**src/hw/rtl/websocket_frame_deframer_macros.svh**
```systemverilog
// Assertion macros for the websocket frame deframer.
`ifndef WEBSOCKET_FRAME_DEFRAMER_MACROS_SVH
`define WEBSOCKET_FRAME_DEFRAMER_MACROS_SVH

`ifndef ASSERT_OFF
`define WSD_ASSERT_IMP(lbl, clk, rst, ante, cons) \
   lbl: assert property (@(posedge clk) disable iff (rst) (ante) |-> (cons)) \
      else $error("assertion failed");
`define WSD_ASSERT_NEVER(lbl, clk, rst, cond) \
   lbl: assert property (@(posedge clk) disable iff (rst) !(cond)) \
      else $error("assertion failed");
`else
`define WSD_ASSERT_IMP(lbl, clk, rst, ante, cons)
`define WSD_ASSERT_NEVER(lbl, clk, rst, cond)
`endif

`endif

```
**src/hw/rtl/wsd_pkg.sv**
```systemverilog
`timescale 1ns / 1ps
`default_nettype none
package wsd_pkg;

   localparam int QUEUE_DEPTH_DEFAULT = 4;

   localparam logic [6:0] LEN7_MAX_SHORT = 7'd125;
   localparam logic [6:0] LEN7_EXT16     = 7'd126;

   typedef enum logic [1:0] {
      KIND_DATA  = 2'd0,
      KIND_EMPTY = 2'd1,
      KIND_ERROR = 2'd2
   } kind_type;

   typedef enum logic [2:0] {
      PH_HDR0   = 3'd0,
      PH_HDR1   = 3'd1,
      PH_EXTLEN = 3'd2,
      PH_MASK   = 3'd3,
      PH_DATA   = 3'd4
   } phase_type;

   typedef struct packed {
      kind_type   kind;
      logic [7:0] data;
      logic [7:0] key;
      logic [3:0] opcode;
      logic       fin;
      logic       last;
   } entry_type;

   typedef struct packed {
      logic full;
      logic empty;
   } qstat_type;

endpackage
`default_nettype wire

```
**src/hw/rtl/wsd_front.sv**
```systemverilog
`timescale 1ns / 1ps
`default_nettype none
module wsd_front (
   input  wire                  clock,
   input  wire                  reset,
   input  wire                  req_valid,
   output logic                 req_ready,
   input  wire  [7:0]           req_stream_byte,
   input  wsd_pkg::qstat_type   qstat,
   output logic                 push,
   output wsd_pkg::entry_type   push_entry
);
   import wsd_pkg::*;

   phase_type        phase_ff, phase_in;
   logic [2:0]       count_ff, count_in;
   logic [63:0]      remaining_ff, remaining_in;
   logic [3:0][7:0]  mask_ff, mask_in;
   logic [1:0]       index_ff, index_in;
   logic             fin_ff, fin_in;
   logic [3:0]       opcode_ff, opcode_in;
   logic             rsv_ff, rsv_in;
   logic             ext64_ff, ext64_in;
   logic             closed_ff, closed_in;
   logic             accept;
   logic [6:0]       len7;

   assign req_ready = !qstat.full;
   assign accept    = req_valid && req_ready;
   assign len7      = req_stream_byte[6:0];

   always_ff @(posedge clock) begin
      if (reset) begin
         phase_ff     <= PH_HDR0;
         count_ff     <= '0;
         remaining_ff <= '0;
         index_ff     <= '0;
         fin_ff       <= 1'b0;
         opcode_ff    <= '0;
         rsv_ff       <= 1'b0;
         ext64_ff     <= 1'b0;
         closed_ff    <= 1'b0;
      end else begin
         phase_ff     <= phase_in;
         count_ff     <= count_in;
         remaining_ff <= remaining_in;
         index_ff     <= index_in;
         fin_ff       <= fin_in;
         opcode_ff    <= opcode_in;
         rsv_ff       <= rsv_in;
         ext64_ff     <= ext64_in;
         closed_ff    <= closed_in;
      end
      mask_ff <= mask_in;
   end

   always_comb begin
      phase_in          = phase_ff;
      count_in          = count_ff;
      remaining_in      = remaining_ff;
      mask_in           = mask_ff;
      index_in          = index_ff;
      fin_in            = fin_ff;
      opcode_in         = opcode_ff;
      rsv_in            = rsv_ff;
      ext64_in          = ext64_ff;
      closed_in         = closed_ff;
      push              = 1'b0;
      push_entry.kind   = KIND_DATA;
      push_entry.data   = '0;
      push_entry.key    = '0;
      push_entry.opcode = opcode_ff;
      push_entry.fin    = fin_ff;
      push_entry.last   = 1'b0;
      if (accept && !closed_ff) begin
         case (phase_ff)
            PH_HDR0: begin
               fin_in    = req_stream_byte[7];
               rsv_in    = |req_stream_byte[6:4];
               opcode_in = req_stream_byte[3:0];
               index_in  = '0;
               count_in  = '0;
               phase_in  = PH_HDR1;
            end
            PH_HDR1: begin
               count_in = '0;
               if (!req_stream_byte[7] || rsv_ff) begin
                  closed_in       = 1'b1;
                  phase_in        = PH_HDR0;
                  push            = 1'b1;
                  push_entry.kind = KIND_ERROR;
               end else if (len7 <= LEN7_MAX_SHORT) begin
                  remaining_in = {57'd0, len7};
                  phase_in     = PH_MASK;
               end else begin
                  ext64_in     = (len7 != LEN7_EXT16);
                  remaining_in = '0;
                  phase_in     = PH_EXTLEN;
               end
            end
            PH_EXTLEN: begin
               remaining_in = {remaining_ff[55:0], req_stream_byte};
               count_in     = count_ff + 3'd1;
               if ((ext64_ff && count_ff == 3'd7) || (!ext64_ff && count_ff == 3'd1)) begin
                  count_in = '0;
                  phase_in = PH_MASK;
               end
            end
            PH_MASK: begin
               mask_in  = {mask_ff[2:0], req_stream_byte};
               count_in = count_ff + 3'd1;
               if (count_ff == 3'd3) begin
                  count_in = '0;
                  index_in = '0;
                  if (remaining_ff == '0) begin
                     phase_in        = PH_HDR0;
                     push            = 1'b1;
                     push_entry.kind = KIND_EMPTY;
                     push_entry.last = 1'b1;
                  end else begin
                     phase_in = PH_DATA;
                  end
               end
            end
            PH_DATA: begin
               index_in        = index_ff + 2'd1;
               remaining_in    = remaining_ff - 64'd1;
               push            = 1'b1;
               push_entry.data = req_stream_byte;
               push_entry.key  = mask_ff[2'd3 - index_ff];
               push_entry.last = (remaining_ff == 64'd1);
               if (remaining_ff == 64'd1) begin
                  phase_in = PH_HDR0;
               end
            end
            default: begin
               phase_in = PH_HDR0;
            end
         endcase
      end
   end

endmodule
`default_nettype wire

```
**src/hw/rtl/wsd_queue.sv**
```systemverilog
`timescale 1ns / 1ps
`default_nettype none
module wsd_queue #(
   parameter int DEPTH = wsd_pkg::QUEUE_DEPTH_DEFAULT
) (
   input  wire                  clock,
   input  wire                  reset,
   input  wire                  push,
   input  wsd_pkg::entry_type   push_entry,
   input  wire                  pop,
   output wsd_pkg::entry_type   pop_entry,
   output wsd_pkg::qstat_type   qstat
);
   import wsd_pkg::*;

   localparam int PTR_W = (DEPTH > 1) ? $clog2(DEPTH) : 1;
   localparam int CNT_W = $clog2(DEPTH + 1);

   entry_type          slot_ff [DEPTH];
   logic [PTR_W-1:0]   wr_ptr_ff, rd_ptr_ff;
   logic [CNT_W-1:0]   count_ff;

   assign qstat.full  = (count_ff == CNT_W'(DEPTH));
   assign qstat.empty = (count_ff == '0);
   assign pop_entry   = slot_ff[rd_ptr_ff];

   always_ff @(posedge clock) begin
      if (reset) begin
         wr_ptr_ff <= '0;
         rd_ptr_ff <= '0;
         count_ff  <= '0;
      end else begin
         if (push) begin
            wr_ptr_ff <= (wr_ptr_ff == PTR_W'(DEPTH - 1)) ? '0 : wr_ptr_ff + 1'b1;
         end
         if (pop) begin
            rd_ptr_ff <= (rd_ptr_ff == PTR_W'(DEPTH - 1)) ? '0 : rd_ptr_ff + 1'b1;
         end
         if (push && !pop) begin
            count_ff <= count_ff + 1'b1;
         end else if (pop && !push) begin
            count_ff <= count_ff - 1'b1;
         end
      end
      if (push) begin
         slot_ff[wr_ptr_ff] <= push_entry;
      end
   end

endmodule
`default_nettype wire

```
**src/hw/rtl/wsd_back.sv**
```systemverilog
`timescale 1ns / 1ps
`default_nettype none
module wsd_back (
   input  wire                  clock,
   input  wire                  reset,
   input  wsd_pkg::qstat_type   qstat,
   input  wsd_pkg::entry_type   pop_entry,
   output logic                 pop,
   output logic                 rsp_valid,
   input  wire                  rsp_ready,
   output logic [1:0]           rsp_kind,
   output logic [7:0]           rsp_payload_byte,
   output logic [3:0]           rsp_opcode,
   output logic                 rsp_fin,
   output logic                 rsp_last_of_frame
);
   import wsd_pkg::*;

   logic        valid_ff;
   logic [1:0]  kind_ff;
   logic [7:0]  byte_ff;
   logic [3:0]  opcode_ff;
   logic        fin_ff;
   logic        last_ff;

   assign pop = !qstat.empty && (!valid_ff || rsp_ready);

   always_ff @(posedge clock) begin
      if (reset) begin
         valid_ff <= 1'b0;
      end else if (pop) begin
         valid_ff <= 1'b1;
      end else if (rsp_ready) begin
         valid_ff <= 1'b0;
      end
      if (pop) begin
         kind_ff   <= pop_entry.kind;
         byte_ff   <= pop_entry.data ^ pop_entry.key;
         opcode_ff <= pop_entry.opcode;
         fin_ff    <= pop_entry.fin;
         last_ff   <= pop_entry.last;
      end
   end

   assign rsp_valid         = valid_ff;
   assign rsp_kind          = kind_ff;
   assign rsp_payload_byte  = byte_ff;
   assign rsp_opcode        = opcode_ff;
   assign rsp_fin           = fin_ff;
   assign rsp_last_of_frame = last_ff;

endmodule
`default_nettype wire

```
**src/hw/rtl/websocket_frame_deframer.sv**
```systemverilog
// Client-to-server WebSocket frame deframer. One stream byte is accepted per
// cycle while the queue is not full; the header parser's 64-bit length
// counter and mask selection update on each accepted byte. Header bytes
// produce no item; each payload byte produces one unmasked item, a zero-length
// frame one empty-frame item, and a clear mask bit or set RSV bit one error
// item, after which all bytes are taken and dropped until reset. Items pass
// through a QUEUE_DEPTH entry queue and then an output register, and the
// input keeps flowing while the queue has room.
`timescale 1ns / 1ps
`default_nettype none
`include "websocket_frame_deframer_macros.svh"
module websocket_frame_deframer #(
   parameter int QUEUE_DEPTH = wsd_pkg::QUEUE_DEPTH_DEFAULT
) (
   input  wire         clock,
   input  wire         reset,
   input  wire         req_valid,
   output logic        req_ready,
   input  wire  [7:0]  req_stream_byte,
   output logic        rsp_valid,
   input  wire         rsp_ready,
   output logic [1:0]  rsp_kind,
   output logic [7:0]  rsp_payload_byte,
   output logic [3:0]  rsp_opcode,
   output logic        rsp_fin,
   output logic        rsp_last_of_frame
);
   import wsd_pkg::*;

   qstat_type  qstat;
   logic       push, pop;
   entry_type  push_entry, pop_entry;

   wsd_front u_front (
      .clock           (clock),
      .reset           (reset),
      .req_valid       (req_valid),
      .req_ready       (req_ready),
      .req_stream_byte (req_stream_byte),
      .qstat           (qstat),
      .push            (push),
      .push_entry      (push_entry)
   );

   wsd_queue #(
      .DEPTH (QUEUE_DEPTH)
   ) u_queue (
      .clock      (clock),
      .reset      (reset),
      .push       (push),
      .push_entry (push_entry),
      .pop        (pop),
      .pop_entry  (pop_entry),
      .qstat      (qstat)
   );

   wsd_back u_back (
      .clock             (clock),
      .reset             (reset),
      .qstat             (qstat),
      .pop_entry         (pop_entry),
      .pop               (pop),
      .rsp_valid         (rsp_valid),
      .rsp_ready         (rsp_ready),
      .rsp_kind          (rsp_kind),
      .rsp_payload_byte  (rsp_payload_byte),
      .rsp_opcode        (rsp_opcode),
      .rsp_fin           (rsp_fin),
      .rsp_last_of_frame (rsp_last_of_frame)
   );

   `WSD_ASSERT_NEVER(a_push_full, clock, reset, push && qstat.full)
   `WSD_ASSERT_NEVER(a_pop_empty, clock, reset, pop && qstat.empty)
   `WSD_ASSERT_IMP(a_ctl_zero, clock, reset, rsp_valid && rsp_kind != KIND_DATA, rsp_payload_byte == 8'd0)
   `WSD_ASSERT_IMP(a_err_last, clock, reset, rsp_valid && rsp_kind == KIND_ERROR, !rsp_last_of_frame)

endmodule
`default_nettype wire
```
**config.mk**
```make
export PLATFORM = sky130hd
export DESIGN_NAME = websocket_frame_deframer
export DESIGN_NICKNAME = d
export VERILOG_FILES = /design/src/hw/rtl/wsd_pkg.sv /design/src/hw/rtl/wsd_front.sv /design/src/hw/rtl/wsd_queue.sv /design/src/hw/rtl/wsd_back.sv /design/src/hw/rtl/websocket_frame_deframer.sv
export VERILOG_INCLUDE_DIRS = /design/src /design/src/hw/rtl
export SDC_FILE = /design/constraint.sdc
export NUM_CORES = 1
export LEC_CHECK = 0
export BUFFER_PORTS_ARGS = -buffer_cell sky130_fd_sc_hd__buf_2
export CAP_MARGIN = 15
export CORE_MARGIN = 2
export CORE_UTILIZATION = 57
export CTS_CLUSTER_SIZE = 10
export DETAILED_ROUTE_END_ITERATION = 12
export PLACE_DENSITY = 0.79
export SLEW_MARGIN = 20
export SYNTH_ARGS = -nofsm -noshare
export SYNTH_HDL_FRONTEND = slang
export SYNTH_SLANG_ARGS = --single-unit
```
**constraint.sdc**
```tcl
create_clock -name clock -period 3.9 [get_ports clock]
set_clock_uncertainty 0.1 [all_clocks]
set_input_delay 0.78 -clock clock [delete_from_list [all_inputs] [get_ports clock]]
set_output_delay 0.78 -clock clock [all_outputs]
set_load 0.02 [all_outputs]
```
==> results list <==
* PnR worst setup slack: 424.3 ps
- For this run, global-route usage on met1 was measured as 0.3498.
- Yosys mapped a number of flops with a built-in enable equal to 144.
- The synthesized design spends more area on one cell type than any other, namely edfxtp_1.
- Clock tree synthesis inserted a total of 27 buffers.
- Clock-pin slew was measured on the worst setup and hold paths at 60 ps.
* Ys async rst share: 0
- Register bit total from synthesis: 234
* Average size of a mapped cell: 11.12 um^2
* Worst relative slew slack: 0.2231
- The global routing stage identified its most utilized layer as met2.
- Setup violations remaining at the end of the flow were counted as 0.
- Core Box Area: 18710 um^2
* Maximum clock path buffer count: 3
- The most used flip-flop cell after synthesis is edfxtp_1.
- 0 antenna diodes ended up in the layout.
- Yosys warnings: 0
* Setup repair after global routing missed its margin: false
- Cts-stage hold buffer count: 0
* Biggest area contributors in the synthesized netlist: edfxtp_1 40%, dfxtp_1 17%, mux4_2 5.0%
- The clock reaches the later pin of the worst-skew pair after 550 ps.
- Summed area of non-filler cells in the final layout: 12210 um^2
* Row count: 50
- After synthesis, the netlist uses 67 different library cells.
- The number of setup buffers added after CTS is 0.
- Register area share after synthesis: 0.5620
- In the final layout, the share of cells above drive strength 1 is 0.1393.
* Final routed wirelength across all metal layers: 26320 um
- The number of global-route vias before repair was 7985.
- The most critical setup path has its startpoint at u_front.remaining_ff[25].
* DRT iter0 DRCs: 853
* Share of the clock period used by the worst path: 0.8912
* Pin count of the biggest net entering global routing: 44
* Hold WC Path Type: register to register
- Of all nets on the critical path, the largest fanout is 7.
- After detailed routing, the average wire length per cell comes to 20.75 um.
- For met3 alone, demand over resource in global routing was 0.03836.
* Worst reg-to-reg path cell count: 11
* Startpoint type of the worst setup path: register
* Number of top-level design ports: 30
- Detailed placement ended at an HPWL of 16840 um.
- The largest single stage delay on the critical path is 620 ps.
- Worst setup EP type: register
- Worst vdd ir: 0.0004138 V
- TritonCTS built the clock tree.
- At the placement stage, the worst setup path has a slack of 479.5 ps.
- Required time of the critical path: 4260 ps
- Reg2Reg Setup Slack: 420 ps
- Most common cell in the netlist: edfxtp_1
* LEAKAGE: 4.523 nW
- Area of placed instances: 11420 um^2
* Number of gates given a new drive strength after cts: 0
- Cell breakdown of the critical path: or4_1 -> or4_1 -> nor2_1 -> a31oi_1 -> inv_1 -> ha_1 -> inv_1 -> fa_1 -> xor2_1 -> or3_1 -> a21oi_1
* Routability congestion estimate: 0.9406
- Input and output buffers added on the ports amount to 29.
- After detailed routing, the number of vias per cell comes to 6.610.
- For met2 alone, demand over resource in global routing was 0.4320.
- The endpoint identified for the worst register-to-register timing path is u_queue.count_ff[2].
- Hold is met by 349.3 ps.
- The worst register-to-register path begins at u_front.remaining_ff[25].
* Count of antenna-violating nets left after detailed routing: 0
- Total vias in the final route: 8381
* Worst Path Arrival: 3840 ps
- When the netlist entered floorplanning its net count stood at 1006.
- For this run, design rule violations remaining after detail routing come to 0.
* Remaining global-route overflow: 0
* Pwr dens: 736.3 nW/um^2
- Based on the critical path, the design can be clocked at up to 0.2877 GHz.
- Wire length of the first global-routing pass: 42100 um
- The floorplan step defined a die boundary enclosing 20240 um^2.
- In this run the number of H-tree levels came out at 1.
* Area grow syn2layout: 11.99%
* Setup Crit Path Kind: register to register
* Sinks on Clock Net: 234
* Width of the die: 142.3 um
* Final total negative setup slack: 0 ps
* Status: finished, final reports clean
- The number of endpoints with negative hold slack in the final report came to 0.
- For this configuration, the core starts out at a cell density of 0.5827.
* Worst Tran Pin Value: 1161 ps
- The number of max-slew violations in the final report was 0.
* Number of antenna violations at the first check in global routing: 0
- Die height: 142.3 um
- Post-synthesis cell count: 980
* Critical path's slowest cell: or4_1
- Destination of the critical timing path: u_queue.count_ff[2]
* Mapped Area: 10900 um^2
- By count the netlist is led by 144 x edfxtp_1, 90 x dfxtp_1, 87 x nor2_1.
* CTS root buffer: clkbuf_16
- The net count of the finished layout is 1041.
- Of the post-synthesis cell area, the dominant cell type holds 0.3967.
- Across the run, the number of max-cap violations was 0.
- Overall track demand over capacity in global routing: 0.2608
- Min Tclk post-route: 3476 ps
* Count of TritonRoute iterations in the first routing pass: 5
[state kept, by name (all words and copies together) (netlist names), 3 cells and up, named ones only]
signal                   cells
u_queue.slot_ff             96
u_front.remaining_ff        64
u_front.mask_ff             32
u_back.rsp_payload_byte      8
u_back.rsp_opcode            4
u_front.opcode_ff            4
u_front.count_ff             3
u_front.phase_ff             3
u_queue.count_ff             3
[how the worst min path moves through the flow]
stage	slack (ps)	cells after the start	end	startpoint
2_1_floorplan	320	0	u_front.mask_ff[16]	u_front.mask_ff[8]
3_3_place_gp	320	0	u_front.mask_ff[30]	u_front.mask_ff[22]
3_5_place_dp	330	0	u_front.mask_ff[13]	u_front.mask_ff[5]
4_1_cts	350	0	u_front.mask_ff[13]	u_front.mask_ff[5]
5_1_grt	360	0	u_front.mask_ff[23]	u_front.mask_ff[15]
6_report	350	0	u_front.mask_ff[21]	u_front.mask_ff[13]
[placed cells by master (no fill, tap or decap), types with 14 or more instances in the layout]
cell type / netlist / routed
a21oi_1: 56 / 55
and3_1: 26 / 26
buf_2: 1 / 29
buf_4: 0 / 34
clkbuf_1: 51 / 19
clkbuf_16: 0 / 27
dfxtp_1: 90 / 90
edfxtp_1: 144 / 144
inv_1: 23 / 23
mux2i_1: 14 / 14
mux4_2: 24 / 24
nand2_1: 66 / 66
nand3_1: 25 / 24
nor2_1: 87 / 86
nor3_1: 41 / 40
nor4_1: 28 / 28
o21ai_0: 49 / 49
or3_1: 19 / 19
or4_1: 14 / 14
xor2_1: 36 / 36
[power by group]
group | switching (W) | internal (W)
clock network | 0.000948 | 0.00131
logic | 0.00219 | 0.00129
registers | 0.000282 | 0.00296
[critical path, delay by kind of cell, from the launching register on]
kind / cells / cell delay [ps]
adders and majority gates: 2 / 550
and+or+nand+nor: 4 / 1750
DFF: 1 / 370
AOI/OAI and AO/OA: 2 / 310
xor gates and xnor gates: 1 / 170
buffers and inverters: 2 / 150
[per-layer routing]
metal / up-vias / share of wire
met5: - / 0
met4: 0 / 0.033
met3: 92 / 0.073
met2: 405 / 0.48
met1: 4046 / 0.41
li1: 3838 / -
[per-stage QoR]
| stage | power [W] | instances | utilization |
|---|---|---|---|
| 3_3_place_gp | 0.006644 | 1220 | 0.6108 |
| 6_report | 0.008987 | 1268 | 0.6525 |
| 2_1_floorplan | 0.005633 | 980 | - |
| 4_1_cts | 0.008950 | 1268 | 0.6525 |
| 5_1_grt | 0.009487 | 1268 | 0.6525 |
| 3_5_place_dp | 0.006679 | 1220 | 0.6108 |
[cells by family after synthesis]
| group | count (synthesis) | synth area share |
|---|---|---|
| simple gates | 355 | 0.1671 |
| flops | 234 | 0.5620 |
| compound gates | 219 | 0.1318 |
| buf+inv | 81 | 0.02801 |
| mux | 40 | 0.06452 |
| xor+xnor | 37 | 0.02973 |
| fa+ha+maj | 14 | 0.01676 |
[final cells by class]
class	count	area, um^2
inverters	23	86.33
flip-flops and latches	234	6126
clock inverters	1	20.02
repair buffers	64	420.4
fillers	1361	6500
multi-input cells	665	4499
clock buffers	47	760.7
well taps	234	292.8
(Power assumes the default switching activity.)
